<file path="src/sv/depth_sort_by_distance_unit_macros.svh">
// ----------------------------------------------------------------------------
// Depth sort assertion macros
// Concurrent checks sampled on clk and disabled while rst_n is low.
// ----------------------------------------------------------------------------
`ifndef DEPTH_SORT_BY_DISTANCE_UNIT_MACROS_SVH
`define DEPTH_SORT_BY_DISTANCE_UNIT_MACROS_SVH

// same-cycle implication
`define DSD_ASSERT_NOW(lbl, ante, cons, msg) \
  lbl: assert property (@(posedge clk) disable iff (!rst_n) (ante) |-> (cons)) \
    else $error(msg);

// next-cycle implication
`define DSD_ASSERT_NEXT(lbl, ante, cons, msg) \
  lbl: assert property (@(posedge clk) disable iff (!rst_n) (ante) |=> (cons)) \
    else $error(msg);

`endif

</file>
<file path="src/sv/dsd_pkg.sv">
// ----------------------------------------------------------------------------
// Depth sort package
// Shared widths, request and status types and state codes.
// ----------------------------------------------------------------------------
`default_nettype none

package dsd_pkg;

  localparam int MAX_POINTS = 16;
  localparam int COORD_W    = 24;
  localparam int DIFF_W     = COORD_W + 1;
  localparam int SQ_W       = 2 * DIFF_W;
  localparam int KEY_W      = 52;
  localparam int CNT_W      = $clog2(MAX_POINTS + 1);
  localparam int Q_DEPTH    = 8;
  localparam int Q_PTR_W    = $clog2(Q_DEPTH);
  localparam int Q_LVL_W    = $clog2(Q_DEPTH + 1);
  localparam int CFG_IDX_W  = 2;

  typedef enum logic [CFG_IDX_W-1:0] {
    CFG_CENTER_X = 2'd0,
    CFG_CENTER_Y = 2'd1,
    CFG_CENTER_Z = 2'd2
  } cfg_idx_t;

  typedef struct packed {
    logic signed [COORD_W-1:0] x;
    logic signed [COORD_W-1:0] y;
    logic signed [COORD_W-1:0] z;
  } point_t;

  typedef struct packed {
    point_t             pt;
    logic [KEY_W-1:0]   key;
    logic               batch_end;
  } req_t;

  typedef struct packed {
    logic               empty;
    logic [Q_LVL_W-1:0] level;
  } q_stat_t;

  typedef enum logic {
    BK_LOAD  = 1'b0,
    BK_DRAIN = 1'b1
  } bk_state_t;

endpackage

`default_nettype wire

</file>
<file path="src/sv/dsd_queue.sv">
// ----------------------------------------------------------------------------
// Depth sort request queue
// Small FIFO between key computation and the insertion chain.
// ----------------------------------------------------------------------------
`default_nettype none

module dsd_queue import dsd_pkg::*; (
  input  wire logic  clk,
  input  wire logic  rst_n,
  input  wire logic  push,
  input  wire req_t  push_req,
  input  wire logic  pop,
  output req_t       pop_req,
  output q_stat_t    q_stat
);

  req_t               mem [Q_DEPTH];
  logic [Q_PTR_W-1:0] wr_ptr_r, rd_ptr_r;
  logic [Q_LVL_W-1:0] level_r;

  always_ff @(posedge clk) begin
    if (push) begin
      mem[wr_ptr_r] <= push_req;
    end
  end

  always_ff @(posedge clk) begin
    if (!rst_n) begin
      wr_ptr_r <= '0;
      rd_ptr_r <= '0;
      level_r  <= '0;
    end else begin
      if (push) wr_ptr_r <= wr_ptr_r + 1'b1;
      if (pop)  rd_ptr_r <= rd_ptr_r + 1'b1;
      case ({push, pop})
        2'b10:   level_r <= level_r + 1'b1;
        2'b01:   level_r <= level_r - 1'b1;
        default: level_r <= level_r;
      endcase
    end
  end

  assign pop_req      = mem[rd_ptr_r];
  assign q_stat.empty = (level_r == '0);
  assign q_stat.level = level_r;

endmodule

`default_nettype wire

</file>
<file path="config.mk">
export PLATFORM = sky130hd
export DESIGN_NAME = dsd_queue
export DESIGN_NICKNAME = d
export VERILOG_FILES = /design/src/sv/depth_sort_by_distance_unit_macros.svh /design/src/sv/dsd_pkg.sv /design/src/sv/dsd_queue.sv
export SDC_FILE = /design/constraint.sdc
export NUM_CORES = 1
export LEC_CHECK = 0
export ABC_CLOCK_PERIOD_IN_PS = 14300
export CORE_MARGIN = 2
export CORE_UTILIZATION = 30
export CTS_CLUSTER_DIAMETER = 80
export CTS_CLUSTER_SIZE = 12
export DETAILED_ROUTE_END_ITERATION = 12
export DONT_BUFFER_PORTS = 1
export PLACE_DENSITY = 0.45
export SLEW_MARGIN = 0
export SYNTH_ARGS = -nofsm -noshare
export SYNTH_HDL_FRONTEND = slang
export SYNTH_SLANG_ARGS = --single-unit
</file>
<file path="constraint.sdc">
create_clock -name clk -period 14.3 [get_ports clk]
set_input_delay 2.86 -clock clk [delete_from_list [all_inputs] [get_ports clk]]
set_output_delay 2.86 -clock clk [all_outputs]
set_load 0.1 [all_outputs]
</file>
-- Word level (Yosys, flattened, before mapping)
Memories as Yosys holds them, arrays and structs flattened. A register that Yosys moved wholly into a read port is not among the register bits.
Index checks and enable logic that the tools add are counted.
- bits of input ports: 129
- RAM bits: 1000
- memories kept: 1
- flip-flop bits (word level): 10
- mux-type cells: 5
- reduce and logical (&&, ||, !) cells: 2
- add/sub/neg operators: 4
- equality and inequality tests: 2
- memories (name ; words ; bits a word ; read ports ; clocked after Yosys merged registers in ; wr ports ; line ; RTL):
    mem ; 8 ; 125 ; 1 ; 1 ; 1 ; dsd_queue.sv:17 ; req_t mem [Q_DEPTH];
- operators by type and width (operator ; number):
    $pmux W4 S2 ; 1
    $add A3 B1 Y3 const B ; 2
    $mux W3 ; 2
    $add A4 B1 Y4 const B ; 1
    $logic_not A4 Y1 ; 1
    $sub A4 B1 Y4 const B ; 1
    $eq A2 B1 Y1 const B ; 1
    $eq A2 B2 Y1 const B ; 1
    $mux W1 ; 2
    $reduce_bool A2 Y1 ; 1

-- Logic depth before layout (Yosys ltp)
Gate-level depths: netlist of run 1.
- depth after elaboration: 3
- gate-level depth with buffers: 8
- mapped depth without buffers: 8

-- Worst setup path after synthesis of run 1
OpenSTA, ideal clock, no wires.
- kind: input to register
- from: input port push
- to: memory mem[0][0] (netlist name) (enable)
- cell stages on the path: 2
- data arrival time: 11.393 ns
- path slack: 2.144 ns
- path buffers: 0
- setup time: 0.762 ns
- path through: nand2b_1 > nor3_1
- word-level cells in the longest chain between the ends: 2
- RTL lines (what ; line ; RTL):
    start, declared ; dsd_queue.sv:10 ; input wire logic push,
    $mux W1 ; dsd_queue.sv:22 ; if (push) begin
    $mux W1 (not written as such) ; dsd_queue.sv:23 ; mem[wr_ptr_r] <= push_req;
    end, declared ; dsd_queue.sv:17 ;
Every way passes these cells.

==> summary.md, run 1 <==
| Metric | Value |
|---|---|
| Final Hold Viols | `0` |
| Max Used Layer | `met4` |
| Wl on met1 | `between 30000 and 40000 um` |
| Final period utilization | `0.5319` |
| Sequential-to-total area share from yosys stat | `0.7924` |
| Starting Density | `0.3032` |
| Clk slew on worst S/H paths | `about 60 ps` |
| Fillers | `about 12k` |
| Die Height | `360.9 um` |
| Worst slew pin tran | `roughly 1100 ps` |
| Cts hold-fix bufs | `0` |
| Post-synth top area share | `0.7856` |
| Yosys reg bits | `1013` |
| Worst vdd ir | `approximately 0.096 mV` |
| Final Cell Area | `~43000 sq um` |
| WS Path Type | `reg -> out` |
| Io pins | `between 200 and 300` |
| Register share of total power | `0.521` |
| Residual DRC count | `0` |
| Cell variety after synth | `29` |
| Syn Area/Cell | `~25 sq um` |
| Final worst slack | `6694 ps` |
| Initial antenna violation count | `2` |
| Iter 0 DRT Violations | `1236` |
| Die Span X | `between 300 and 400 um` |
| Final HPWL DP | `roughly 43000 um` |
| HP Class | `reg -> reg` |
| First-pass GRT wire length | `~120000 um` |
| Wire per inst | `between 20 and 30 um` |
| Area after DPL | `roughly 40000 sq um` |
| Layout cells sized above 1 | `0.3256` |
| Leakage | `0.01269 uW` |
| Routed vias | `~16k` |
| Core Rows | `130` |
| Area Overhead vs Synth | `11.99%` |
| Crit path DAT | `approximately 4800 ps` |
| Post-route ant nets | `0` |
| GRT Resource Usage Total | `0.1281` |
| Top cell type by total area after synthesis | `edfxtp_1` |
| Setup Fix Bufs, Post-CTS | `0` |
| IO buf count | `0` |
| Root Buffer | `clkbuf_16` |
| Synth area leaders | `edfxtp_1, mux4_2, mux2_2` |
| Slew Limit Fails | `0` |
| Final GP Congestion | `0.6805` |
| Final wirelength | `about 83000 um` |
| DR vias/cell | `roughly 4.8` |
| Worst path required time | `between 10000 and 15000 ps` |
| CTS buffer count | `96` |
| Iteration count of the initial detailed-routing pass | `5` |
| Synth Flop Type | `edfxtp_1` |
| EDFF count, synth | `around 1.0k` |
| Met3 wire length | `between 6000 and 7000 um` |
| Clock Latency Late Sink | `~700 ps` |
| DIE AREA | `between 100000 and 150000 sq um` |
| Final Total Pwr | `6494 uW` |
| Htree depth | `3` |
| Cells after synthesis | `~1.5k` |
| Post_cts resized | `0` |
| Layout Skew | `~27 ps` |
| Pwr Density | `between 150 and 200 nW/um^2` |
| Non-filler cells, final | `3249` |
| Logic pwr share | `0.132` |
| Vias in the first global route | `roughly 17k` |
| Met2 wire length | `around 41000 um` |
| P_sw | `about 1700 uW` |
| Clock share of power | `0.348` |
| Relative max-transition margin | `0.2359` |
| MaxCap Viol Count | `0` |
| Post-Syn Nets | `~1.6k` |
| Crit path time final | `~7600 ps` |
| RSZ-0062 raised after global routing | `no` |
| Pin count of the biggest net entering global routing | `a little under 100` |
| Placed Cells | `3129` |
| CTS Buffer Depth | `3` |
| Internal power | `roughly 4800 uW` |
| Grt total ovfl | `0` |
| Sw Share | `0.2640` |
| # clock sinks | `approximately 1.0k` |
| Asr flop ratio synth | `0` |
| Mapped Area | `between 30000 and 40000 sq um` |
| Peak Freq | `roughly 130 MHz` |
| Status | `finished, final reports clean` |
| Worst-path fanout max | `52` |
| Final Setup Violations | `0` |
| Startpoint Class | `flip-flop` |
| Pre-CTS WS | `approximately 7200 ps` |
| Setup_tns | `0 ps` |
| Nets | `1711` |
| YS warnings | `0` |
| CTS tree | `yes` |
| Core region area | `between 100000 and 150000 sq um` |
| CP endpoint kind | `output port` |
## cells by family (layout without fill, tap and decap cells)
family          Yosys count  after routing  synth area share
buf+inv                  73            156           0.01241
compound gates            5              5         0.0009165
flops                  1013           1013            0.7924
fa+ha+maj                 5              5          0.001637
mux                     380            380            0.1867
simple gates             31             31          0.004256
other cells               0              2                 0
xor+xnor                  7              7          0.001604
## power by group through the flow
stage | clock (uW) | combinational, uW | sequential, uW
final | 2260 | 855 | 3380
after global routing | 2450 | 892 | 3390
after CTS | 2350 | 874 | 3380
after detailed placement | 0 | 872 | 3450
after global placement | 0 | 869 | 3440
after floorplan | 0 | 764 | 3450
## through the flow
step / hold slack (ps) / util
floorplan: 512.5 / -
global placement: 514.4 / 0.3190
detailed placement: 544.5 / 0.3190
CTS: 557.7 / 0.3395
global route: 590.3 / 0.3396
finish: 555.7 / 0.3396
## registers in the layout, indices dropped and copies added, names as in the netlist, named ones only
register and count:
mem 1000, rd_ptr_r 3, level_r 4, wr_ptr_r 3
## critical path: stages, from the launching register on
cell	delay, ps
dfxtp_4	890
buf_4	780
buf_4	660
buf_4	670
mux4_2	420
mux2_2	510
## final timing paths
check                                 from              endpoint  slack [ps]  cells past startpoint
setup reg to reg  wr_ptr_r[1]$_SDFFE_PN0P_  mem[6][81]$_DFFE_PP_       11560                      4
hold reg to reg   rd_ptr_r[1]$_SDFFE_PN0P_             flip-flop         560                      2
hold / removal    rd_ptr_r[1]$_SDFFE_PN0P_             flip-flop         560                      2
setup / recovery                 flip-flop           pop_req[87]        6690                      5
## cell usage in the layout, fill, tap and decap left out, types with 2 or more instances in the layout
cell type and count:
mux2_2 126, edfxtp_1 1000, ha_1 5, clkbuf_16 100, nor3_2 2, dfxtp_4 3, xnor2_1 3, clkinvlp_4 2
dfxtp_1 10, buf_4 34, mux2i_1 4, clkinv_4 2, buf_12 2, nand2b_1 4, diode_2 2, nor2b_1 3
nand2_1 6, mux4_2 237, mux4_1 13, and2_1 6, inv_6 3, nor2_4 6, clkbuf_1 9, xor2_1 4
## metal layers
metal / vias to the layer above / track usage
li1: 6583 / -
met1: 8601 / 0.1547
met2: 364 / 0.2132
met3: 119 / 0.04964
met4: 0 / 0.03561
met5: - / 0
## Yosys cell counts (all sizes together), types with 3 or more instances
cell / n
mux4: 250
nor2b: 3
nor2: 6
nor3: 3
mux2i: 4
buf: 51
dfxtp: 13
xnor2: 3
mux2: 126
xor2: 4
clkbuf: 21
nand2b: 4
and2: 6
ha: 5
nand2: 6
edfxtp: 1000
## cell type report
class	instances	area, sq um	share of cell area
clock buffer	109	2525	0.05898
timing repair buffer	37	320.3	0.007483
tap	1650	2064	0.04823
multi-input combinational	428	7521	0.1757
clock inverter	9	67.56	0.001578
inverter	1	3.754	0.00008769
sequential	1013	30300	0.7078
antenna	2	5.005	0.0001169
Note: power is estimated with default switching activity, not from simulation.
==> run 2, diff against run 1 <==
ABC_CLOCK_PERIOD_IN_PS = 7700   (was 14300)
clock period = 7.7 ns   (was 14.3 ns; I/O delays follow)
==> summary.md, run 2 (synthesized netlist as in run 1, its figures left out) <==
| Metric | Value |
|---|---|
| Final HPWL DP | `44380 um (+2.7%)` |
| Commonest non-fill, non-tap cell in the layout | `edfxtp_1` |
| Max reg flops | `1000 (unchanged)` |
| CTS buffer count | `96 (unchanged)` |
| Final period utilization | `0.6528` |
| Final Setup Violations | `0 (unchanged)` |
| Leakage | `0.01273 uW (+0.32%)` |
| Clk slew on worst S/H paths | `60 ps (about the same)` |
| R2r setup slk | `4860 ps (-6700 ps)` |
| Wire per inst | `25.59 um (-0.11%)` |
| Worst-path cell chain | `buf_12 > mux4_1 > mux2_2` |
| Peak Freq | `~200 MHz` |
| Fillers | `11.59k (+0.017%)` |
| Die Span X | `360.9 um (unchanged)` |
| Relative max-transition margin | `0.2982 (+0.06239)` |
| Startpoint Class | `flip-flop` |
| Worst-path fanout max | `88 (+69%)` |
| Layout Skew | `23.04 ps (-4.215 ps)` |
| Worst r2r path cells | `3 (-1)` |
| Htree depth | `3 (unchanged)` |
| MaxCap Viol Count | `0 (unchanged)` |
| Final wirelength | `83200 um (about the same)` |
| HP Class | `reg -> reg` |
| Residual DRC count | `0 (unchanged)` |
| Vias in the first global route | `17.38k (+0.18%)` |
| Biggest registers after layout | `mem (1000), level_r (4)` |
| Area Overhead vs Synth | `12.29%` |
| Clock Latency Late Sink | `680 ps (-20 ps)` |
| FF-to-FF Start | `wr_ptr_r[0]$_SDFFE_PN0P_` |
| Grt total ovfl | `0 (unchanged)` |
| Io pins | `259 (unchanged)` |
| IO buf count | `0 (unchanged)` |
| Register Area | `30300 sq um (unchanged)` |
| Iteration count of the initial detailed-routing pass | `5 (unchanged)` |
| Worst slew pin tran | `1050 ps (-94.51 ps)` |
| Worst vdd ir | `0.1814 mV (+88%)` |
| Crit path time final | `5027 ps` |
| Routed vias | `15.62k (-0.27%)` |
| CTS tree | `yes` |
| Final GP Congestion | `0.6801 (about the same)` |
| Starting Density | `0.3032 (unchanged)` |
| Root Buffer | `clkbuf_16` |
| Crit path max-delay cell type | `dfxtp_4` |
| CP endpoint kind | `output port` |
| Post-route ant nets | `0 (unchanged)` |
| Nets | `1716 (+0.29%)` |
| Core Rows | `130 (unchanged)` |
| Initial antenna violation count | `1 (-1)` |
| Pin count of the biggest net entering global routing | `121 (+23%)` |
| Setup Fix Bufs, Post-CTS | `0 (unchanged)` |
| Most frequent cells in the layout | `edfxtp_1, mux4_2, mux2_2` |
| DIE AREA | `130300 sq um (unchanged)` |
| CTS Buffer Depth | `3 (unchanged)` |
| Biggest register | `mem` |
| Placed Cells | `3134 (+0.16%)` |
| Min-Delay Path Depth | `2 (unchanged)` |
| Non-filler cells, final | `3251 (+0.062%)` |
| Die Height | `360.9 um (unchanged)` |
| Final Util | `0.3405 (+0.0008840)` |
| Core region area | `126100 sq um (unchanged)` |
| Final hold slack | `540.4 ps (-15.23 ps)` |
| First-pass GRT wire length | `121300 um (+0.50%)` |
| Slew Limit Fails | `0 (unchanged)` |
| Multi-input gate area | `7533 sq um (+0.17%)` |
| Setup_tns | `0 ps (unchanged)` |
| Worst path required time | `6160 ps (-5280 ps)` |
| Worst path max stage delay | `860 ps (-30 ps)` |
| Hold path start | `rd_ptr_r[1]$_SDFFE_PN0P_` |
| Layout cells sized above 1 | `0.3269 (+0.001264)` |
| GRT Resource Usage Total | `0.1282 (about the same)` |
| Iter 0 DRT Violations | `1202 (-2.8%)` |
| Post_cts resized | `0 (unchanged)` |
| Final Hold Viols | `0 (unchanged)` |
| Worst reg2reg endpoint | `mem[5][121]$_DFFE_PP_` |
| Pwr Density | `281.5 nW/um^2 (+86%)` |
| DR vias/cell | `4.806 (-0.34%)` |
| RSZ-0062 raised after global routing | `no` |
| Status | `finished, final reports clean` |
| Cts hold-fix bufs | `0 (unchanged)` |
| # clock sinks | `1013 (unchanged)` |
| WS Path Type | `reg -> out` |
| Crit path DAT | `3490 ps (-1260 ps)` |
-- run 2: changes by cell type in the layout (fill, tap and decap cells not counted), sizes merged --
cell / change
buf: +5
clkbuf: +1
clkinv: -3
clkinvlp: -1
diode: -1
inv: +1
-- run 2: power by group --
part | switching [uW] | total [uW] | internal (uW)
sequential | 58.9 | 6270 | 6210
clock | 1910 | 4210 | 2290
combinational | 1220 | 1600 | 385
total | 3190 | 12100 | 8890
-- run 2: area by class of cell --
type	instances	share of cell area
clock buffer	110	0.05892
multi-input combinational	428	0.1755
tap	1650	0.04810
clock inverter	6	0.001516
inverter	1	0.00008746
timing repair buffer	42	0.009795
antenna	1	0.00005831
sequential	1013	0.7060
-- run 2: routing by layer --
metal,vias to the layer above,part of all wire,GRT usage
li1,6587,-,-
met1,8561,0.41,0.1561
met2,366,0.49,0.2101
met3,110,0.083,0.05226
met4,0,0.021,0.03536
met5,-,0,0
-- run 2: worst max path at each step --
stage	startpoint	end	cells after the start
final	flip-flop	pop_req[121]	3
after CTS	flip-flop	pop_req[121]	3
after floorplan	push	mem[1][0]$_DFFE_PP_	2
after global placement	flip-flop	pop_req[121]	3
after detailed placement	flip-flop	pop_req[121]	3
after global routing	flip-flop	pop_req[121]	3
-- run 2: through the flow --
| stage | instance area (sq um) | total power, uW | setup slack, ps |
|---|---|---|---|
| 2_1_floorplan | 38230 | 7813 | 222.6 |
| 3_3_place_gp | 40320 | 8014 | 3295 |
| 3_5_place_dp | 40320 | 8026 | 3283 |
| 4_1_cts | 42920 | 12280 | 2489 |
| 5_1_grt | 42920 | 12530 | 2375 |
| 6_report | 42920 | 12080 | 2673 |
-- run 2: worst max-delay path: cells and delay by family (launching register included) --
kind	cells	cell delay (ps)
buf+inv	1	530
flops	1	860
mux	2	1140
==> run 3, diff against run 2 <==
ABC_CLOCK_PERIOD_IN_PS = 4100   (was 7700)
PLACE_DENSITY = 0.46   (was 0.45)
clock period = 4.1 ns   (was 7.7 ns; I/O delays follow)
==> summary.md, run 3 (synthesized netlist as in run 1, its figures left out) <==
| Metric | Value |
|---|---|
| Iter 0 DRT Violations | `1240 (+3.2%)` |
| Worst setup path endpoint | `pop_req[40]` |
| R2r setup slk | `1770 ps (-3090 ps)` |
| Final HPWL DP | `44540 um (+0.36%)` |
| Final period utilization | `0.9319` |
| Commonest non-fill, non-tap cell in the layout | `edfxtp_1` |
| Clock Latency Late Sink | `700 ps (+20 ps)` |
| Iteration count of the initial detailed-routing pass | `5 (unchanged)` |
| Slew Limit Fails | `0 (unchanged)` |
| First-pass GRT wire length | `120600 um (-0.55%)` |
| Io pins | `259 (unchanged)` |
| GRT Resource Usage Total | `0.1276 (-0.0005622)` |
| Biggest registers after layout | `mem (1000), level_r (4)` |
| IO buf count | `0 (unchanged)` |
| Cts hold-fix bufs | `0 (unchanged)` |
| Die Span X | `360.9 um (unchanged)` |
| Pin count of the biggest net entering global routing | `71 (-41%)` |
| Crit path time final | `approximately 3800 ps` |
| Met3 usage in global routing | `0.04777 (-0.004495)` |
| Most frequent cells in the layout | `edfxtp_1, mux4_2, mux2_2` |
| Multi-input gate area | `7538 sq um (about the same)` |
| Post_cts resized | `0 (unchanged)` |
| Starting Density | `0.3032 (unchanged)` |
| CTS Buffer Depth | `3 (unchanged)` |
| Worst-path fanout max | `18 (-80%)` |
| Final wirelength | `82960 um (-0.29%)` |
| CTS tree | `yes` |
| DR vias/cell | `4.782 (-0.50%)` |
| Wire per inst | `25.41 um (-0.72%)` |
| Final Hold Viols | `0 (unchanged)` |
| Residual DRC count | `0 (unchanged)` |
| CP endpoint kind | `output port` |
| Status | `finished, final reports clean` |
| Core region area | `126100 sq um (unchanged)` |
| Met1 Usage GRT | `0.1610 (+0.004895)` |
| Die Height | `360.9 um (unchanged)` |
| Hold path start | `push_req[32]` |
| Leakage | `0.01290 uW (+1.4%)` |
| Root Buffer | `clkbuf_16` |
| Max reg flops | `1000 (unchanged)` |
| CTS buffer count | `96 (unchanged)` |
| Routed vias | `15.61k (-0.070%)` |
| GRT busiest layer | `met2` |
| # clock sinks | `1013 (unchanged)` |
| Setup Fix Bufs, Post-CTS | `0 (unchanged)` |
| Register Area | `30300 sq um (unchanged)` |
| HP Class | `in -> reg` |
| Setup_tns | `0 ps (unchanged)` |
| Clk slew on worst S/H paths | `60 ps (about the same)` |
| M2 GR Usage | `0.2042 (-0.005882)` |
| Layout Skew | `17.44 ps (-5.599 ps)` |
| Worst slew pin tran | `1054 ps (+4.271 ps)` |
| Final Setup Violations | `0 (unchanged)` |
| Fillers | `11.51k (-0.72%)` |
| Core Rows | `130 (unchanged)` |
| RSZ-0062 raised after global routing | `no` |
| Final Total Pwr | `22760 uW (+88%)` |
| Vias in the first global route | `17.16k (-1.3%)` |
| MaxCap Viol Count | `0 (unchanged)` |
| FF-to-FF Start | `wr_ptr_r[0]$_SDFFE_PN0P_` |
| Initial antenna violation count | `1 (unchanged)` |
| Final GP Congestion | `0.6836 (+0.51%)` |
| Crit path DAT | `3000 ps (-490 ps)` |
| Layout cells sized above 1 | `0.3350 (+0.008110)` |
| Worst path required time | `3280 ps (-2880 ps)` |
| Ant. Diodes | `0 (-1)` |
| Nets | `1730 (+0.82%)` |
| Htree depth | `3 (unchanged)` |
| Startpoint Class | `flip-flop` |
| Worst reg2reg endpoint | `mem[5][48]$_DFFE_PP_` |
| Grt total ovfl | `0 (unchanged)` |
| Post-route ant nets | `0 (unchanged)` |
| DIE AREA | `130300 sq um (unchanged)` |
| Worst r2r path cells | `3 (unchanged)` |
| Worst vdd ir | `0.2901 mV (+60%)` |
| Peak Freq | `between 200 and 300 MHz` |
| Biggest register | `mem` |
| Area Overhead vs Synth | `13.50%` |
| Pwr Density | `524.7 nW/um^2 (+86%)` |
| WS Path Type | `reg -> out` |
| Relative max-transition margin | `0.2954 (-0.002854)` |
-- run 3: cell types whose count changed in the layout (fill, tap and decap cells not counted), sizes merged --
cell / previous run / this run
clkinv: 1 / 4
clkbuf: 111 / 107
bufinv: 0 / 1
inv: 5 / 7
buf: 41 / 55
clkinvlp: 1 / 0
diode: 1 / 0
-- run 3: worst max-delay path, cell delays in order, from the launching register on --
cell and delay, ps:
dfxtp_4 630, buf_12 310, buf_4 250, mux4_1 570
mux2_2 510
-- run 3: report_power, final --
group | internal, uW | switching [uW]
registers | 11700 | 75.0
logic | 776 | 2340
clock network | 4300 | 3600
-- run 3: cell type report --
cell class	count	area share
well taps	1650	0.04759
clock inverters	11	0.003230
clock buffers	106	0.05696
inverters	1	0.00008653
multi-input cells	428	0.1738
repair buffers	56	0.01990
flip-flops and latches	1013	0.6985
-- run 3: how the worst min path moves through the flow --
stage / to / cells after the start
2_1_floorplan: flip-flop / 2
3_3_place_gp: flip-flop / 2
3_5_place_dp: flip-flop / 2
4_1_cts: mem[7][26]$_DFFE_PP_ / 0
5_1_grt: mem[7][34]$_DFFE_PP_ / 0
6_report: mem[4][32]$_DFFE_PP_ / 0
-- run 3: routing by layer --
layer	wire length, um	share of wire
met5	0	0
met4	1655	0.020
met3	6794	0.082
met2	39820	0.48
met1	34690	0.42
-- run 3: metrics by stage --
step / area (sq um) / instances / setup slack [ps] / util / hold slack [ps]
2_1_floorplan: 38270 / 1514 / -549.6 / - / 512.5
3_3_place_gp: 40770 / 3148 / 943.6 / 0.3234 / 518.9
3_5_place_dp: 40770 / 3148 / 932.6 / 0.3234 / 523.0
4_1_cts: 43380 / 3265 / 129.7 / 0.3441 / 118.5
5_1_grt: 43380 / 3265 / 115.6 / 0.3441 / 146.5
6_report: 43380 / 3265 / 279.3 / 0.3441 / 207.5
